==> src/rtl/rhid_pkg.sv <==
`timescale 1ns / 1ps
package rhid_pkg;

	localparam logic [7:0]  MAGIC_BYTE     = 8'h24;
	localparam logic [7:0]  VIDEO_CHAN_RST = 8'h02;
	localparam logic [15:0] RTP_HDR_LEN    = 16'd12;
	localparam logic [15:0] MIN_BODY_LEN   = 16'd13;
	localparam logic [15:0] FU_HDR_END     = 16'd14;

	// parse phases
	localparam logic [2:0] PH_MAGIC  = 3'd0;
	localparam logic [2:0] PH_CHAN   = 3'd1;
	localparam logic [2:0] PH_LEN_HI = 3'd2;
	localparam logic [2:0] PH_LEN_LO = 3'd3;
	localparam logic [2:0] PH_BODY   = 3'd4;

	// frame kinds
	localparam logic [2:0] KIND_OTHER = 3'd0;
	localparam logic [2:0] KIND_T1    = 3'd1;
	localparam logic [2:0] KIND_T5    = 3'd2;
	localparam logic [2:0] KIND_T6    = 3'd3;
	localparam logic [2:0] KIND_T7    = 3'd4;
	localparam logic [2:0] KIND_T8    = 3'd5;

	localparam logic [7:0] SC_ZERO = 8'h00;
	localparam logic [7:0] SC_LAST = 8'h01;
	localparam logic [2:0] SC_LEN  = 3'd4;

	localparam int QUEUE_DEPTH = 4;
	localparam int QPTR_W      = 2;
	localparam int QCNT_W      = 3;

	typedef struct packed {
		logic       start_code;
		logic [7:0] data;
		logic       frame_end;
		logic [2:0] kind;
	} cmd_t;

	function automatic logic [2:0] nal_kind(input logic [7:0] b);
		logic [2:0] k;
		case (b[4:0])
			5'd1:    k = KIND_T1;
			5'd5:    k = KIND_T5;
			5'd6:    k = KIND_T6;
			5'd7:    k = KIND_T7;
			5'd8:    k = KIND_T8;
			default: k = KIND_OTHER;
		endcase
		return k;
	endfunction

endpackage

==> src/rtl/rhid_front.sv <==
`timescale 1ns / 1ps
module rhid_front (
	input  logic               clk,
	input  logic               arst_n,
	input  logic               in_valid,
	output logic               in_ready,
	input  logic [7:0]         data_byte,
	input  logic [7:0]         video_channel,
	input  logic               q_full,
	output logic               push,
	output rhid_pkg::cmd_t     push_cmd
);

	logic [2:0]  phase_q;
	logic [15:0] pos_q;
	logic [15:0] len_q;
	logic        chan_match_q;
	logic        marker_q;
	logic        cont_q;
	logic [7:0]  fi_q;
	logic [2:0]  kind_q;

	logic        fire;
	logic        body_ok;
	logic        last;
	logic        in_payload;
	logic        p0;
	logic        p1;
	logic        emit;
	logic        sc;
	logic [7:0]  odata;
	logic [2:0]  kind_nxt;
	logic [15:0] len_full;

	assign in_ready = !q_full;
	assign fire     = in_valid && in_ready;
	assign len_full = {len_q[15:8], data_byte};

	always_comb begin
		body_ok    = chan_match_q && (len_q >= rhid_pkg::MIN_BODY_LEN);
		last       = ({1'b0, pos_q} + 17'd1) >= {1'b0, len_q};
		in_payload = pos_q >= rhid_pkg::RTP_HDR_LEN;
		p0         = pos_q == rhid_pkg::RTP_HDR_LEN;
		p1         = pos_q == rhid_pkg::MIN_BODY_LEN;
		emit       = 1'b0;
		sc         = 1'b0;
		odata      = data_byte;
		kind_nxt   = kind_q;
		if (phase_q == rhid_pkg::PH_BODY && body_ok && in_payload) begin
			if (!cont_q) begin
				if (marker_q) begin
					emit = 1'b1;
					sc   = p0;
					if (p0)
						kind_nxt = rhid_pkg::nal_kind(data_byte);
				end else if (p0) begin
					kind_nxt = rhid_pkg::KIND_OTHER;
				end else if (p1) begin
					// rebuild NAL header from F/NRI and the fragment type
					kind_nxt = rhid_pkg::nal_kind(data_byte);
					emit     = 1'b1;
					sc       = 1'b1;
					odata    = {fi_q[7:5], data_byte[4:0]};
				end else begin
					emit = 1'b1;
				end
			end else if (pos_q >= rhid_pkg::FU_HDR_END) begin
				emit = 1'b1;
			end
		end
	end

	assign push                = fire && emit;
	assign push_cmd.start_code = sc;
	assign push_cmd.data       = odata;
	assign push_cmd.frame_end  = last && marker_q;
	assign push_cmd.kind       = (last && marker_q) ? kind_nxt : rhid_pkg::KIND_OTHER;

	always_ff @(posedge clk or negedge arst_n) begin
		if (!arst_n) begin
			phase_q      <= rhid_pkg::PH_MAGIC;
			pos_q        <= '0;
			len_q        <= '0;
			chan_match_q <= 1'b0;
			marker_q     <= 1'b0;
			cont_q       <= 1'b0;
			fi_q         <= '0;
			kind_q       <= rhid_pkg::KIND_OTHER;
		end else if (fire) begin
			case (phase_q)
				rhid_pkg::PH_MAGIC: begin
					if (data_byte == rhid_pkg::MAGIC_BYTE)
						phase_q <= rhid_pkg::PH_CHAN;
				end
				rhid_pkg::PH_CHAN: begin
					chan_match_q <= data_byte == video_channel;
					phase_q      <= rhid_pkg::PH_LEN_HI;
				end
				rhid_pkg::PH_LEN_HI: begin
					len_q   <= {data_byte, 8'h00};
					phase_q <= rhid_pkg::PH_LEN_LO;
				end
				rhid_pkg::PH_LEN_LO: begin
					len_q   <= len_full;
					pos_q   <= '0;
					phase_q <= (len_full == '0) ? rhid_pkg::PH_MAGIC : rhid_pkg::PH_BODY;
				end
				rhid_pkg::PH_BODY: begin
					if (pos_q == 16'd1)
						marker_q <= data_byte[7];
					if (body_ok && in_payload && !cont_q && !marker_q && p0)
						fi_q <= data_byte;
					kind_q <= kind_nxt;
					if (last) begin
						if (body_ok)
							cont_q <= !marker_q;
						phase_q <= rhid_pkg::PH_MAGIC;
						pos_q   <= '0;
					end else begin
						pos_q <= pos_q + 16'd1;
					end
				end
				default: phase_q <= rhid_pkg::PH_MAGIC;
			endcase
		end
	end

endmodule

==> src/rtl/rhid_queue.sv <==
`timescale 1ns / 1ps
module rhid_queue (
	input  logic                  clk,
	input  logic                  arst_n,
	input  logic                  push,
	input  rhid_pkg::cmd_t        push_cmd,
	input  logic                  pop,
	output logic                  full,
	output logic                  empty,
	output rhid_pkg::cmd_t        head
);

	rhid_pkg::cmd_t                 mem_q [rhid_pkg::QUEUE_DEPTH];
	logic [rhid_pkg::QPTR_W-1:0]    wr_ptr_q;
	logic [rhid_pkg::QPTR_W-1:0]    rd_ptr_q;
	logic [rhid_pkg::QCNT_W-1:0]    cnt_q;

	assign full  = cnt_q == rhid_pkg::QCNT_W'(rhid_pkg::QUEUE_DEPTH);
	assign empty = cnt_q == '0;
	assign head  = mem_q[rd_ptr_q];

	always_ff @(posedge clk) begin
		if (push)
			mem_q[wr_ptr_q] <= push_cmd;
	end

	always_ff @(posedge clk or negedge arst_n) begin
		if (!arst_n) begin
			wr_ptr_q <= '0;
			rd_ptr_q <= '0;
			cnt_q    <= '0;
		end else begin
			if (push)
				wr_ptr_q <= wr_ptr_q + 1'b1;
			if (pop)
				rd_ptr_q <= rd_ptr_q + 1'b1;
			case ({push, pop})
				2'b10:   cnt_q <= cnt_q + 1'b1;
				2'b01:   cnt_q <= cnt_q - 1'b1;
				default: cnt_q <= cnt_q;
			endcase
		end
	end

	a_no_overflow: assert property (@(posedge clk) disable iff (!arst_n)
		push |-> (!full || pop))
		else $error("queue written while full");

	a_no_underflow: assert property (@(posedge clk) disable iff (!arst_n)
		pop |-> !empty)
		else $error("queue read while empty");

endmodule

==> src/rtl/rhid_back.sv <==
`timescale 1ns / 1ps
module rhid_back (
	input  logic               clk,
	input  logic               arst_n,
	input  logic               empty,
	input  rhid_pkg::cmd_t     head,
	output logic               pop,
	output logic               out_valid,
	input  logic               out_ready,
	output logic [7:0]         out_byte,
	output logic               frame_end,
	output logic [2:0]         frame_kind
);

	logic [2:0] sc_q;
	logic       out_valid_q;
	logic [7:0] byte_q;
	logic       end_q;
	logic [2:0] kind_q;
	logic       load;
	logic       in_sc;

	assign load  = !empty && (!out_valid_q || out_ready);
	assign in_sc = head.start_code && (sc_q != rhid_pkg::SC_LEN);
	assign pop   = load && !in_sc;

	assign out_valid  = out_valid_q;
	assign out_byte   = byte_q;
	assign frame_end  = end_q;
	assign frame_kind = kind_q;

	always_ff @(posedge clk or negedge arst_n) begin
		if (!arst_n) begin
			sc_q        <= '0;
			out_valid_q <= 1'b0;
		end else begin
			if (load)
				out_valid_q <= 1'b1;
			else if (out_ready)
				out_valid_q <= 1'b0;
			if (load)
				sc_q <= in_sc ? sc_q + 3'd1 : 3'd0;
		end
	end

	always_ff @(posedge clk) begin
		if (load) begin
			if (in_sc) begin
				byte_q <= (sc_q == rhid_pkg::SC_LEN - 3'd1) ? rhid_pkg::SC_LAST
				                                            : rhid_pkg::SC_ZERO;
				end_q  <= 1'b0;
				kind_q <= rhid_pkg::KIND_OTHER;
			end else begin
				byte_q <= head.data;
				end_q  <= head.frame_end;
				kind_q <= head.kind;
			end
		end
	end

	a_sc_done: assert property (@(posedge clk) disable iff (!arst_n)
		(load && !in_sc) |=> sc_q == 3'd0)
		else $error("start code counter not cleared after data word");

	a_kind_on_end: assert property (@(posedge clk) disable iff (!arst_n)
		out_valid_q |-> (end_q || kind_q == rhid_pkg::KIND_OTHER))
		else $error("frame kind set on a word that does not end the frame");

endmodule

==> src/rtl/rtp_h264_interleaved_depacketizer.sv <==
`timescale 1ns / 1ps
// Channel  Handshake              Payload
// input    in_valid / in_ready    data_byte[7:0]
// output   out_valid / out_ready  out_byte[7:0], frame_end, frame_kind[2:0]
// config   cfg_valid / cfg_ready  video_channel[7:0]
//
// One input word per cycle while the four-entry command queue has room.
// A word that opens a NAL unit costs a four-byte start code on the output
// plus the byte itself, so output bandwidth through the back end sets the sustained rate.
// Reset clears parser, queue and output valid flag; video channel resets to 2.
// Output stalls fill the queue, then in_ready drops; cfg_ready is always high.
module rtp_h264_interleaved_depacketizer (
	input  logic       clk,
	input  logic       arst_n,
	input  logic       in_valid,
	output logic       in_ready,
	input  logic [7:0] data_byte,
	output logic       out_valid,
	input  logic       out_ready,
	output logic [7:0] out_byte,
	output logic       frame_end,
	output logic [2:0] frame_kind,
	input  logic       cfg_valid,
	output logic       cfg_ready,
	input  logic [7:0] video_channel
);

	logic [7:0]      video_channel_q;
	logic            push;
	logic            pop;
	logic            q_full;
	logic            q_empty;
	rhid_pkg::cmd_t  push_cmd;
	rhid_pkg::cmd_t  head;

	assign cfg_ready = 1'b1;

	always_ff @(posedge clk or negedge arst_n) begin
		if (!arst_n)
			video_channel_q <= rhid_pkg::VIDEO_CHAN_RST;
		else if (cfg_valid && cfg_ready)
			video_channel_q <= video_channel;
	end

	rhid_front u_front (
		.clk           (clk),
		.arst_n        (arst_n),
		.in_valid      (in_valid),
		.in_ready      (in_ready),
		.data_byte     (data_byte),
		.video_channel (video_channel_q),
		.q_full        (q_full),
		.push          (push),
		.push_cmd      (push_cmd)
	);

	rhid_queue u_queue (
		.clk      (clk),
		.arst_n   (arst_n),
		.push     (push),
		.push_cmd (push_cmd),
		.pop      (pop),
		.full     (q_full),
		.empty    (q_empty),
		.head     (head)
	);

	rhid_back u_back (
		.clk        (clk),
		.arst_n     (arst_n),
		.empty      (q_empty),
		.head       (head),
		.pop        (pop),
		.out_valid  (out_valid),
		.out_ready  (out_ready),
		.out_byte   (out_byte),
		.frame_end  (frame_end),
		.frame_kind (frame_kind)
	);

endmodule
==> config.mk <==
export PLATFORM = sky130hd
export DESIGN_NAME = rtp_h264_interleaved_depacketizer
export DESIGN_NICKNAME = d
export VERILOG_FILES = /design/src/rtl/rhid_pkg.sv /design/src/rtl/rhid_front.sv /design/src/rtl/rhid_queue.sv /design/src/rtl/rhid_back.sv /design/src/rtl/rtp_h264_interleaved_depacketizer.sv
export SDC_FILE = /design/constraint.sdc
export NUM_CORES = 1
export LEC_CHECK = 0
export BUFFER_PORTS_ARGS = -buffer_cell sky130_fd_sc_hd__buf_4
export CAP_MARGIN = 20
export CORE_MARGIN = 2
export CORE_UTILIZATION = 50
export DETAILED_ROUTE_END_ITERATION = 8
export PLACE_DENSITY = 0.72
export SETUP_SLACK_MARGIN = 0.1
export SYNTH_ARGS = -nofsm -noshare
export SYNTH_HDL_FRONTEND = slang
export SYNTH_HIERARCHICAL = 1
export SYNTH_SLANG_ARGS = --single-unit
export TNS_END_PERCENT = 30
==> constraint.sdc <==
create_clock -name clk -period 9 [get_ports clk]
set_clock_uncertainty 0.15 [all_clocks]
set_input_delay 1.35 -clock clk [delete_from_list [all_inputs] [get_ports clk]]
set_output_delay 1.35 -clock clk [all_outputs]
set_load 0.01 [all_outputs]
After elaboration in Yosys (flattened, before gate mapping). Memories as Yosys holds them, arrays and structs flattened. Cells that the tools add are included.

Latch bits: 0. Memories kept: 1. Register bits after elaboration: 80. ROM bits: 0. Logic and storage cells: 126. RAM bits: 52. Bits of input ports: 21.

$lt $le $gt $ge: 4. $add $sub $neg: 7. Multiply operators: 0. Equal/unequal tests: 21. Divide/modulo/power cells: 0. Multiplexer cells: 38. Shift operators: 0. Bitwise logic cells: 1. Reduce and logical (&&, ||, !) cells: 36.

Memories: u_queue.mem_q (words 4, bits a word 13, read ports 1, clocked after memory_dff 0, write ports 1, line rhid_queue.sv:13) `rhid_pkg::cmd_t mem_q [rhid_pkg::QUEUE_DEPTH];`.

Operators by type and width (number): 16-bit one-hot mux with 2 select lines (2); 16-bit by 4-bit >= comparator with 1-bit output, second input constant (3); 8-bit two-way mux (6); 3-bit two-way mux (11); 16-bit by 4-bit equality test with 1-bit output, second input constant (2); 3-bit one-hot mux with 5 select lines (2); 16-bit by 1-bit adder with 17-bit output, second input constant (1); 17-bit by 16-bit >= comparator with 1-bit output (1); 16-bit by 1-bit adder with 16-bit output, second input constant (1); 16-bit by 1-bit equality test with 1-bit output, second input constant (1); 16-bit logical NOT (1); 16-bit two-way mux (1); 5-bit by 3-bit equality test with 1-bit output, second input constant (3); 1-bit two-way mux (15); 1-bit logical AND (13); 3-bit AND reduction (4); 3-bit by 2-bit equality test with 1-bit output, second input constant (3); 8-bit by 6-bit equality test with 1-bit output, second input constant (1); 8-bit equality test (1); 2-bit AND reduction (4); 2-bit nonzero test (4); 3-bit by 1-bit adder with 3-bit output, second input constant (2); 3-bit equality test, second input constant (2); 1-bit logical NOT (6); 14 further kinds (17).

Longest topological paths before layout. Gate-level depths: netlist of the first run.

Depth after elaboration: 8. Mapped depth: 14.

Cells and area by module. The synthesis of the first run kept the hierarchy.

By module, submodules not included: rhid_front (area each 3072.9 um2, instances 1, cells each 341); rhid_queue (area each 2304.7 um2, instances 1, cells each 104); rhid_back (area each 705.7 um2, instances 1, cells each 48); rtp_h264_interleaved_depacketizer (area each 344.1 um2, instances 1, cells each 19).

Worst setup path after synthesis of the first run. OpenSTA, ideal clock, no wires.

Path kind: input to register. Start: in in_valid. End: reg u_queue/cnt_q[2] (netlist bit). Arrival time: 3.033 ns. Path buffers: 0. Setup time: 0.125 ns. Cell stages on the path: 11. Slack: 5.692 ns. Cells stage by stage: nand2b_1 -> nor2_1 -> nand2_1 -> a21oi_1 -> inv_1 -> ha_1 -> inv_1 -> fa_1 -> xor2_1 -> nor2_1 -> xor2_1.

Cells in the longest elaborated chain, start to end: 4. Elaborated cells between the ends (all ways): 6. Those cells by class: 2 x eq/ne; 1 x mux; 3 x reduce/logical.

RTL lines: from (decl) (line rtp_h264_interleaved_depacketizer.sv:15) `input logic in_valid,`; 1-bit logical AND * (line rhid_front.sv:36) `assign fire = in_valid && in_ready;`; 1-bit logical AND * (line rhid_front.sv:73) `assign push = fire && emit;`; net push (line rtp_h264_interleaved_depacketizer.sv:29) `logic push;`; 2-bit by 1-bit equality test with 1-bit output / 2-bit equality test (equally long branches) (line rhid_queue.sv:37) `case ({push, pop})`; 3-bit one-hot mux with 2 select lines / 2-bit nonzero test (equally long branches); to (signal assigned) (line rhid_queue.sv:38) `2'b10: cnt_q <= cnt_q + 1'b1;`; to (signal assigned) (line rhid_queue.sv:39) `2'b01: cnt_q <= cnt_q - 1'b1;`; to (signal assigned) (line rhid_queue.sv:40) `default: cnt_q <= cnt_q;`; to (decl) (line rhid_queue.sv:16) `logic [rhid_pkg::QCNT_W-1:0] cnt_q;`.

The timed path passes the listed nets; every way through them passes the cells marked *. A chain may end at the register's enable or synchronous reset.

==> results of run 1 <==
-- cells in the mapped netlist (8+ instances only) --
library cell  instances
a21oi_1              10
a22o_1                9
and2_1                8
and3_1                8
dfrtp_1              62
edfxtp_1             64
ha_1                 27
inv_1                35
mux2_1                8
mux2_4                8
mux4_2                8
nand2_1              40
nand3_1              13
nand4_1              11
nor2_1               26
nor2b_1              13
o21ai_1              16
xnor2_1              20
xor2_1               10
-- placed cells by master (no fill, tap or decap), types with 5 or more instances in the layout --
cell | Yosys | routed
edfxtp_1 | 64 | 64
mux4_1 | 5 | 5
nor2_1 | 26 | 26
mux4_2 | 8 | 8
o21ai_1 | 16 | 16
nor2b_1 | 13 | 13
and3_1 | 8 | 8
mux2_4 | 8 | 8
mux2_1 | 8 | 8
nand3_1 | 13 | 13
and2_1 | 8 | 8
ha_1 | 27 | 27
nand2_1 | 40 | 40
xor2_1 | 10 | 10
nand4_1 | 11 | 11
a21oi_1 | 10 | 10
buf_4 | 7 | 34
a32o_1 | 5 | 5
dfrtp_1 | 62 | 62
nor3_1 | 7 | 7
inv_1 | 35 | 35
o21ai_0 | 7 | 7
clkbuf_16 | 0 | 19
xnor2_1 | 20 | 20
a22o_1 | 9 | 9
-- registers in the layout, summed over array words and instances (netlist names) --
| register | flops |
|---|---|
| u_back/frame_end | 1 |
| u_back/frame_kind | 3 |
| u_back/out_byte | 8 |
| u_back/out_valid | 1 |
| u_back/sc_q | 3 |
| u_front/chan_match_q | 1 |
| u_front/cont_q | 1 |
| u_front/fi_q | 3 |
| u_front/kind_q | 3 |
| u_front/len_q | 16 |
| u_front/marker_q | 1 |
| u_front/phase_q | 3 |
| u_front/pos_q | 16 |
| u_queue/cnt_q | 3 |
| u_queue/mem_q | 52 |
| u_queue/rd_ptr_q | 2 |
| u_queue/wr_ptr_q | 2 |
| video_channel_q | 8 |
-- power by group through the flow --
| stage | sequential, mW | clock (mW) | combinational (mW) |
|---|---|---|---|
| 2_1_floorplan | 0.809 | 0 | 0.513 |
| 3_3_place_gp | 0.841 | 0 | 0.613 |
| 3_5_place_dp | 0.845 | 0 | 0.636 |
| 4_1_cts | 0.837 | 0.751 | 0.642 |
| 5_1_grt | 0.853 | 0.781 | 0.710 |
| 6_report | 0.836 | 0.739 | 0.637 |
-- per-layer routing --
metal	GRT usage [%]	wire, um
met3	4.91	575
met4	6.33	226
met1	25.1	5500
met5	0	0
met2	35.9	6790
-- final timing paths --
check | depth (start not counted) | start | endpoint
max | 10 | u_front/pos_q[0] | u_queue/mem_q[1][0]
min | 1 | u_front/fi_q[6] | u_front/fi_q[6]
max reg2reg | 10 | u_front/pos_q[0] | u_queue/mem_q[1][0]
min reg2reg | 1 | u_front/fi_q[6] | u_front/fi_q[6]
max in group asynchronous | 1 | arst_n | u_front/len_q[11]
min in group asynchronous | 1 | arst_n | u_back/out_valid
-- per-stage QoR --
stage,cell area [um^2],total power [mW]
after floorplan,6430,1.32
after global placement,6710,1.45
after detailed placement,6710,1.48
after CTS,7360,2.23
after global routing,7360,2.34
final,7360,2.21
-- cells by family (layout without fill, tap and decap cells) --
kind of cell | after synthesis | after routing | share of synthesized area [%]
simple gates | 150 | 150 | 12.7
flops | 127 | 127 | 54.4
mux | 32 | 32 | 8.60
fa+ha+maj | 28 | 28 | 5.57
xor+xnor | 30 | 30 | 4.09
buf+inv | 62 | 102 | 5.00
other cells | 1 | 1 | 0.0583
compound gates | 82 | 82 | 9.58
-- area by class of cell --
type	instances	area, um^2	share of cell area (%)
Timing Repair Buffer	34	255	3.47
Inverter	36	135	1.84
Tap cell	172	215	2.92
Clock buffer	20	479	6.51
Clock inverter	12	170	2.31
Sequential cell	127	3500	47.5
Multi-Input combinational cell	323	2610	35.4
-- worst register-to-register path, delay by kind of cell, from the launching register on --
kind	cells	cell delay (ps)
and+or+nand+nor	4	1110
AOI/OAI and AO/OA	3	1010
adders and majority gates	2	650
DFF	1	500
xor gates and xnor gates	1	110
==> run_results.csv, run 1 <==
group,metric,value,unit
clocking,cts_buffers,17,
power,powerDensity,301,nW/um^2
cells_and_area,layout-drive-gt1-share,17.6,%
global_route,grt_overflow,0,
clocking,postCtsSetupBuffers,0,
setup_path,crit_required,9050,ps
placement,place_inst,692,
placement,dp_hpwl,8830,um
timing,setup_ws,5260,ps
timing,final.setup.tns,0,ps
detailed_routing,drt-initial-drc-count,354,
timing,min_period,3740,ps
global_route,antenna_found_initial,0,
clocking,clockRootBuffer,"clkbuf_16",
setup_path,crit_top_cell,"ha_1",
power,intPower,1.50,mW
detailed_routing,drc,0,
power,comb_power_share,28.8,%
floorplanning,die_y,117,um
detailed_routing,wl_per_cell,18.1,um
flow_run,drv_cap,0,
yosys,netlist_instances,512,
placement,numPortBuffers,34,
timing,fmax,268,MHz
yosys,synth-warning-count,6,
floorplanning,placeableCoreArea,12600,um^2
cells_and_area,nets,588,
power,power.leakage,2.99,nW
yosys,ys_async_sr_fraction,49.6,%
yosys,syn_area_per_cell,12.6,um^2
setup_path,cp_max_fo,8,
detailed_routing,first_pass_iters,5,
setup_path,cp.arrival,3780,ps
global_route,grtUsageTotal,20.5,%
timing,finalSetupViolations,0,
outcome,outcome,"finished clean",
yosys,yosysSeqAreaShare,54.4,%
detailed_routing,avgViaCountPerCell,5.73,
timing,slew_viol_final,0,
clocking,cts.sinks,127,
yosys,syn_nets,561,
timing,finalHoldViolCount,0,
clocking,clk_pin_slew,60,ps
yosys,synth_edf_count,64,
clocking,holdBufCountCts,0,
detailed_routing,antenna_left,0,
clocking,cts_htree_levels,4,
timing,fin_hold_ws,336,ps
yosys,ys_seq_elements,127,
cells_and_area,area_growth,14.5,%
power,clkPwrFrac,33.4,%
timing,tightest_slew,1000,ps
setup_path,slowest_delay,500,ps
timing,relSlewSlack,32.9,%
detailed_routing,drt-total-wl,13100,um
timing,post-route-period-util,41.5,%
setup_path,cp_num_buf_inv,0,
global_route,grt_pass1_wl,22200,um
placement,place_ws,5250,ps
clocking,cts_tree,"built",
floorplanning,io_pins,36,
floorplanning,dieArea,13800,um^2
floorplanning,rows,41,
cells_and_area,fillers,1016,
timing,rsz0062_at_grt,"no",
power,switching_share,32.1,%
clocking,ctsResizeCount,0,
cells_and_area,diodes,0,
placement,gp_congestion,0.872,
cells_and_area,stdcell_count,724,
setup_path,slowest_stage,"dfrtp_1",
yosys,syn-cell-area,6430,um^2
floorplanning,die_x,117,um
setup_path,critPathCaptureType,"register",
yosys,yosysTopAreaCell,"edfxtp_1",
power,seq_power_share,37.8,%
global_route,grt_pass1_vias,4380,
clocking,clock_path_buffers,2,
setup_path,crit_type,"reg -> reg",
detailed_routing,dr_total_vias,4151,
yosys,synthTopCellsByArea,"edfxtp_1 30%, dfrtp_1 24%, ha_1 5.3%, mux4_2 2.8%, xnor2_1 2.7%",
yosys,ys.flop_type,"edfxtp_1",
hold_path,min_path_type,"reg -> reg",
setup_path,reg2reg_slack,5260,ps
floorplanning,start_util,51.1,%
global_route,grt_max_degree,64,
yosys,synth.top_cell.area_share,29.9,%
setup_path,path_cells,"ha_1, nand4_1, nor2_1, xor2_1, ha_1, nand2_1, nor3_1, o41a_1, o21ai_1, a21oi_1",
yosys,synth_cell_type_count,69,
power,ir_drop,155,uV
cells_and_area,fin_util,58.6,%
clocking,insertion_delay,410,ps
setup_path,start_kind,"register",
setup_path,critical_path.top_delay_family,"simple AND/OR/NAND/NOR gates",
power,switching_power,0.711,mW
Power figures use the tool's default switching activity.
==> run 2: changes to the inputs <==
==> constraint.sdc (replaced) <==
create_clock -name clk -period 3.8 [get_ports clk]
set_clock_uncertainty 0.15 [all_clocks]
set_input_delay 0.57 -clock clk [delete_from_list [all_inputs] [get_ports clk]]
set_output_delay 0.57 -clock clk [all_outputs]
set_load 0.01 [all_outputs]
==> run_results.csv, run 2 (synthesized netlist as in run 1, its figures left out) <==
group,metric,value,unit
outcome,outcome,"finished clean",
detailed_routing,wl_per_cell,17.6,um
timing,post-route-period-util,92.3,%
setup_path,critPathCaptureType,"register",
global_route,met1_usage,24.3,%
clocking,cts.sinks,127,
clocking,cts_tree,"built",
clocking,clock_path_buffers,2,
flow_run,drv_cap,0,
floorplanning,die_y,117,um
detailed_routing,first_pass_iters,5,
floorplanning,placeableCoreArea,12600,um^2
timing,final.setup.tns,0,ps
cells_and_area,fillers,993,
detailed_routing,drt-initial-drc-count,272,
placement,place_inst,698,
cells_and_area,fin_util,59.0,%
setup_path,startpoint,"u_front/pos_q[1]",
cells_and_area,nets,598,
global_route,grt_pass1_wl,21500,um
detailed_routing,dr_total_vias,4154,
clocking,clockRootBuffer,"clkbuf_16",
placement,dp_hpwl,9020,um
global_route,grt_max_degree,64,
floorplanning,die_x,117,um
power,p_total,5.17,mW
timing,rsz0062_at_grt,"no",
setup_path,reg2reg_slack,290,ps
setup_path,cp_max_fo,7,
global_route,grt_pass1_vias,4291,
timing,relSlewSlack,39.6,%
power,powerDensity,697,nW/um^2
hold_path,min_path_type,"in -> async",
cells_and_area,stdcell_count,734,
setup_path,critical_path.top_delay_family,"simple AND/OR/NAND/NOR gates",
cells_and_area,final-seq-area,3500,um^2
setup_path,cp_num_buf_inv,0,
floorplanning,rows,41,
timing,fmax,285,MHz
global_route,grtUsageTotal,20.0,%
setup_path,reg2regPathDepth,11,
clocking,clk_pin_slew,60,ps
setup_path,crit_required,3790,ps
setup_path,crit_type,"reg -> reg",
detailed_routing,drc,0,
cells_and_area,largest_reg_flops,52,
placement,numPortBuffers,34,
cells_and_area,diodes,0,
placement,gp_congestion,0.885,
cells_and_area,layout-drive-gt1-share,20.1,%
global_route,grt_overflow,0,
cells_and_area,area_growth,15.4,%
timing,tightest_slew,903,ps
setup_path,r2r_start,"u_front/pos_q[1]",
global_route,top_usage_layer,"met2",
timing,finalSetupViolations,0,
global_route,grt_use_met2,34.4,%
timing,min_period,3510,ps
setup_path,r2r_end,"u_queue/mem_q[2][2]",
setup_path,cp.arrival,3490,ps
clocking,cts_buffers,17,
power,power.leakage,3.03,nW
detailed_routing,drt-total-wl,13000,um
timing,slew_viol_final,0,
detailed_routing,antenna_left,0,
global_route,antenna_found_initial,0,
cells_and_area,layout_commonest_cell,"edfxtp_1",
clocking,insertion_delay,410,ps
power,ir_drop,386,uV
setup_path,path_cells,"ha_1, nand4_1, nor2_1, xor2_1, ha_1, nand2_1, nor3_2, a31o_2, a211o_2, o21ai_2, nor2_1",
clocking,holdBufCountCts,0,
timing,finalHoldViolCount,0,
cells_and_area,regMostFlops,"u_queue/mem_q",
detailed_routing,avgViaCountPerCell,5.66,
cells_and_area,largest_registers,"u_queue/mem_q (52), u_front/len_q (16), u_front/pos_q (16)",
setup_path,slowest_stage,"dfrtp_1",
cells_and_area,multi_input_area,2640,um^2
setup_path,slowest_delay,420,ps
floorplanning,io_pins,36,
floorplanning,start_util,51.1,%
floorplanning,dieArea,13800,um^2
setup_path,start_kind,"register",
global_route,grtUsageMet3,4.04,%
clocking,cts_htree_levels,4,
cells_and_area,final_cell_mix,"64 x edfxtp_1, 60 x dfrtp_1, 43 x buf_4",
==> run 2: changes by cell type in the layout (fill, tap and decap cells not counted), sizes merged <==
cell | previous run | this run
buf | 34 | 44
bufinv | 3 | 2
clkinvlp | 1 | 2
clkbuf | 20 | 17
clkinv | 3 | 6
==> run 2: cell type report <==
cell class                      count  area share [%]
Clock inverter                     15            2.16
Timing Repair Buffer               44            4.62
Multi-Input combinational cell    323            35.6
Inverter                           36            1.82
Sequential cell                   127            47.2
Clock buffer                       17            5.73
Tap cell                          172            2.90
==> run 2: power by group <==
part	leakage (nW)	switching, mW	internal [mW]	total, mW
Clock	0.282	0.612	0.973	1.58
Sequential	1.39	0.182	1.72	1.91
Combinational	1.36	0.908	0.776	1.68
Total	3.03	1.70	3.47	5.17
==> run 2: per-layer routing <==
metal,wire (um),vias to the layer above
met2,6720,110
met4,256,0
li1,-,1955
met3,579,28
met1,5400,2061
met5,0,-
==> run 2: worst max-delay path by stage <==
stage                     endpoint  slack (ps)  cells after the start
4_1_cts        u_queue/mem_q[2][2]         170                     12
6_report       u_queue/mem_q[2][2]         290                     11
3_3_place_gp   u_queue/mem_q[2][1]         320                     12
5_1_grt        u_queue/mem_q[2][2]         100                     11
3_5_place_dp   u_queue/mem_q[2][2]         190                     12
2_1_floorplan  u_queue/mem_q[0][1]         580                     14
==> run 2: worst reg2reg max path, cell delays in order, from the launching register on <==
cell and delay (ps):
dfrtp_1 420, ha_1 310, nand4_1 360, nor2_1 330, xor2_1 180, ha_1 260, nand2_1 110, nor3_2 70
a31o_2 260, a211o_2 410, o21ai_2 250, nor2_1 140
==> run 2: stage by stage <==
step | setup slack (ps) | instance area, um^2 | hold slack, ps
floorplan | 577 | 6430 | 124
global placement | 319 | 6760 | 315
detailed placement | 189 | 6760 | 327
CTS | 168 | 7340 | 116
global route | 105 | 7420 | 158
finish | 294 | 7420 | 90.7
==> run 2: what timing repair did <==
action,CTS,global route
buffers inserted,0,4
endpoints found under the hold margin,0,0
setup endpoints to repair,0,33
resized for setup,0,8
==> run 3: changes to the inputs <==
==> constraint.sdc (replaced) <==
create_clock -name clk -period 3.8 [get_ports clk]
set_clock_uncertainty 0.15 [all_clocks]
set_input_delay 0.19 -clock clk [delete_from_list [all_inputs] [get_ports clk]]
set_output_delay 0.19 -clock clk [all_outputs]
set_load 0.01 [all_outputs]
==> run_results.csv, run 3 (synthesized netlist as in run 1, its figures left out) <==
group,metric,value,unit
outcome,outcome,"finished clean",
detailed_routing,avgViaCountPerCell,5.63,
timing,setup_ws,315,ps
timing,finalSetupViolations,0,
cells_and_area,area_growth,18.2,%
global_route,antenna_found_initial,0,
cells_and_area,diodes,0,
setup_path,r2r_start,"u_front/pos_q[6]",
hold_path,hold_start,"cfg_valid",
setup_path,crit_end,"u_queue/mem_q[2][2]",
cells_and_area,final_cell_area,7600,um^2
cells_and_area,layout-drive-gt1-share,19.5,%
floorplanning,rows,41,
timing,fmax,287,MHz
detailed_routing,wl_per_cell,17.5,um
power,power.leakage,3.11,nW
setup_path,crit_required,3790,ps
setup_path,crit_type,"reg -> reg",
floorplanning,dieArea,13800,um^2
cells_and_area,fillers,970,
power,powerDensity,684,nW/um^2
detailed_routing,drt-total-wl,13200,um
setup_path,critPathCaptureType,"register",
timing,relSlewSlack,39.0,%
timing,min_period,3490,ps
floorplanning,start_util,51.1,%
setup_path,start_kind,"register",
setup_path,reg2reg_slack,310,ps
placement,dp_hpwl,9020,um
setup_path,startpoint,"u_front/pos_q[6]",
setup_path,path_cells,"and4_1, nand4_1, nor2_1, xor2_1, ha_1, nand2_1, nor3_2, a31o_2, a211o_2, o21ai_2, nor2_1",
clocking,clockRootBuffer,"clkbuf_16",
clocking,clk_pin_slew,60,ps
setup_path,r2r_end,"u_queue/mem_q[2][2]",
floorplanning,die_y,117,um
detailed_routing,dr_total_vias,4231,
cells_and_area,largest_reg_flops,52,
detailed_routing,drt-initial-drc-count,315,
global_route,grt_overflow,0,
clocking,cts_tree,"built",
detailed_routing,first_pass_iters,5,
cells_and_area,nets,616,
flow_run,drv_cap,0,
timing,rsz0062_at_grt,"no",
cells_and_area,largest_registers,"u_queue/mem_q (52), u_front/len_q (16), u_front/pos_q (16)",
placement,gp_congestion,0.885,
power,ir_drop,386,uV
setup_path,slowest_stage,"dfrtp_1",
hold_path,min_path_type,"in -> reg",
global_route,grt_pass1_vias,4368,
placement,place_area,6760,um^2
global_route,grt_max_degree,64,
timing,final.setup.tns,0,ps
setup_path,cp.arrival,3480,ps
placement,place_ws,189,ps
timing,tightest_slew,912,ps
cells_and_area,fin_util,60.5,%
setup_path,crit_top_cell,"nor2_1",
global_route,grt_pass1_wl,21800,um
timing,slew_viol_final,0,
clocking,cts.sinks,127,
cells_and_area,final_cell_mix,"64 x edfxtp_1, 60 x dfrtp_1, 43 x buf_4",
clocking,clock_path_buffers,2,
cells_and_area,layout_commonest_cell,"edfxtp_1",
clocking,cts_htree_levels,4,
timing,fin_hold_ws,15.3,ps
floorplanning,die_x,117,um
setup_path,cp_max_fo,7,
setup_path,reg2regPathDepth,11,
setup_path,slowest_delay,460,ps
detailed_routing,antenna_left,0,
clocking,insertion_delay,420,ps
clocking,cts_buffers,17,
timing,post-route-period-util,91.7,%
detailed_routing,drc,0,
cells_and_area,regMostFlops,"u_queue/mem_q",
timing,finalHoldViolCount,0,
global_route,grtUsageTotal,20.2,%
floorplanning,io_pins,36,
floorplanning,placeableCoreArea,12600,um^2
placement,numPortBuffers,34,
-- run 3: cell types whose count changed in the layout (fill, tap and decap cells not counted) --
cell	previous run	this run
dlygate4sd3_1	0	18
-- run 3: metal layers --
layer | global-route usage (%) | wire length (um)
met5 | 0 | 0
met4 | 8.89 | 240
met3 | 4.04 | 609
met2 | 34.8 | 6860
met1 | 24.7 | 5470
-- run 3: power breakdown --
part,switching [mW],total [mW],internal (mW)
clock,0.615,1.59,0.973
combinational,0.914,1.70,0.788
sequential,0.181,1.91,1.72
-- run 3: per-stage QoR --
step	cells	power (mW)
2_1_floorplan	512	3.13
3_3_place_gp	698	3.49
3_5_place_dp	698	3.55
4_1_cts	748	5.17
5_1_grt	752	5.51
6_report	752	5.20
-- run 3: worst min-delay path by stage --
| stage | to | slack (ps) | cells past startpoint |
|---|---|---|---|
| 2_1_floorplan | u_back/out_valid | -260 | 0 |
| 3_3_place_gp | u_back/out_valid | 170 | 1 |
| 3_5_place_dp | u_back/out_valid | 180 | 1 |
| 4_1_cts | video_channel_q[4] | 3 | 2 |
| 5_1_grt | video_channel_q[4] | 2 | 2 |
| 6_report | video_channel_q[0] | 20 | 2 |
-- run 3: area by class of cell --
cell class                      count  area [um^2]  share of cell area, %
Inverter                           36          135                   1.78
Multi-Input combinational cell    323         2640                   34.7
Clock inverter                     15          160                   2.11
Tap cell                          172          215                   2.83
Clock buffer                       17          425                   5.60
Sequential cell                   127         3500                   46.1
Timing Repair Buffer               62          523                   6.88
-- run 3: worst max-delay path: cells and delay by family (launching register included) --
| kind | cells | cell delay, ps |
|---|---|---|
| AO/OA/AOI/OAI | 3 | 910 |
| flip-flops | 1 | 460 |
| adder cells (fa/ha/maj) | 1 | 260 |
| AND/OR/NAND/NOR | 6 | 1240 |
| XOR/XNOR | 1 | 180 |
-- run 3: repair_timing --
action                                  CTS  global route
buffers inserted                          0             4
hold endpoints to repair                112             0
hold buffers                             18             0
resized for setup                         0             8
endpoints found under the setup margin    0            33
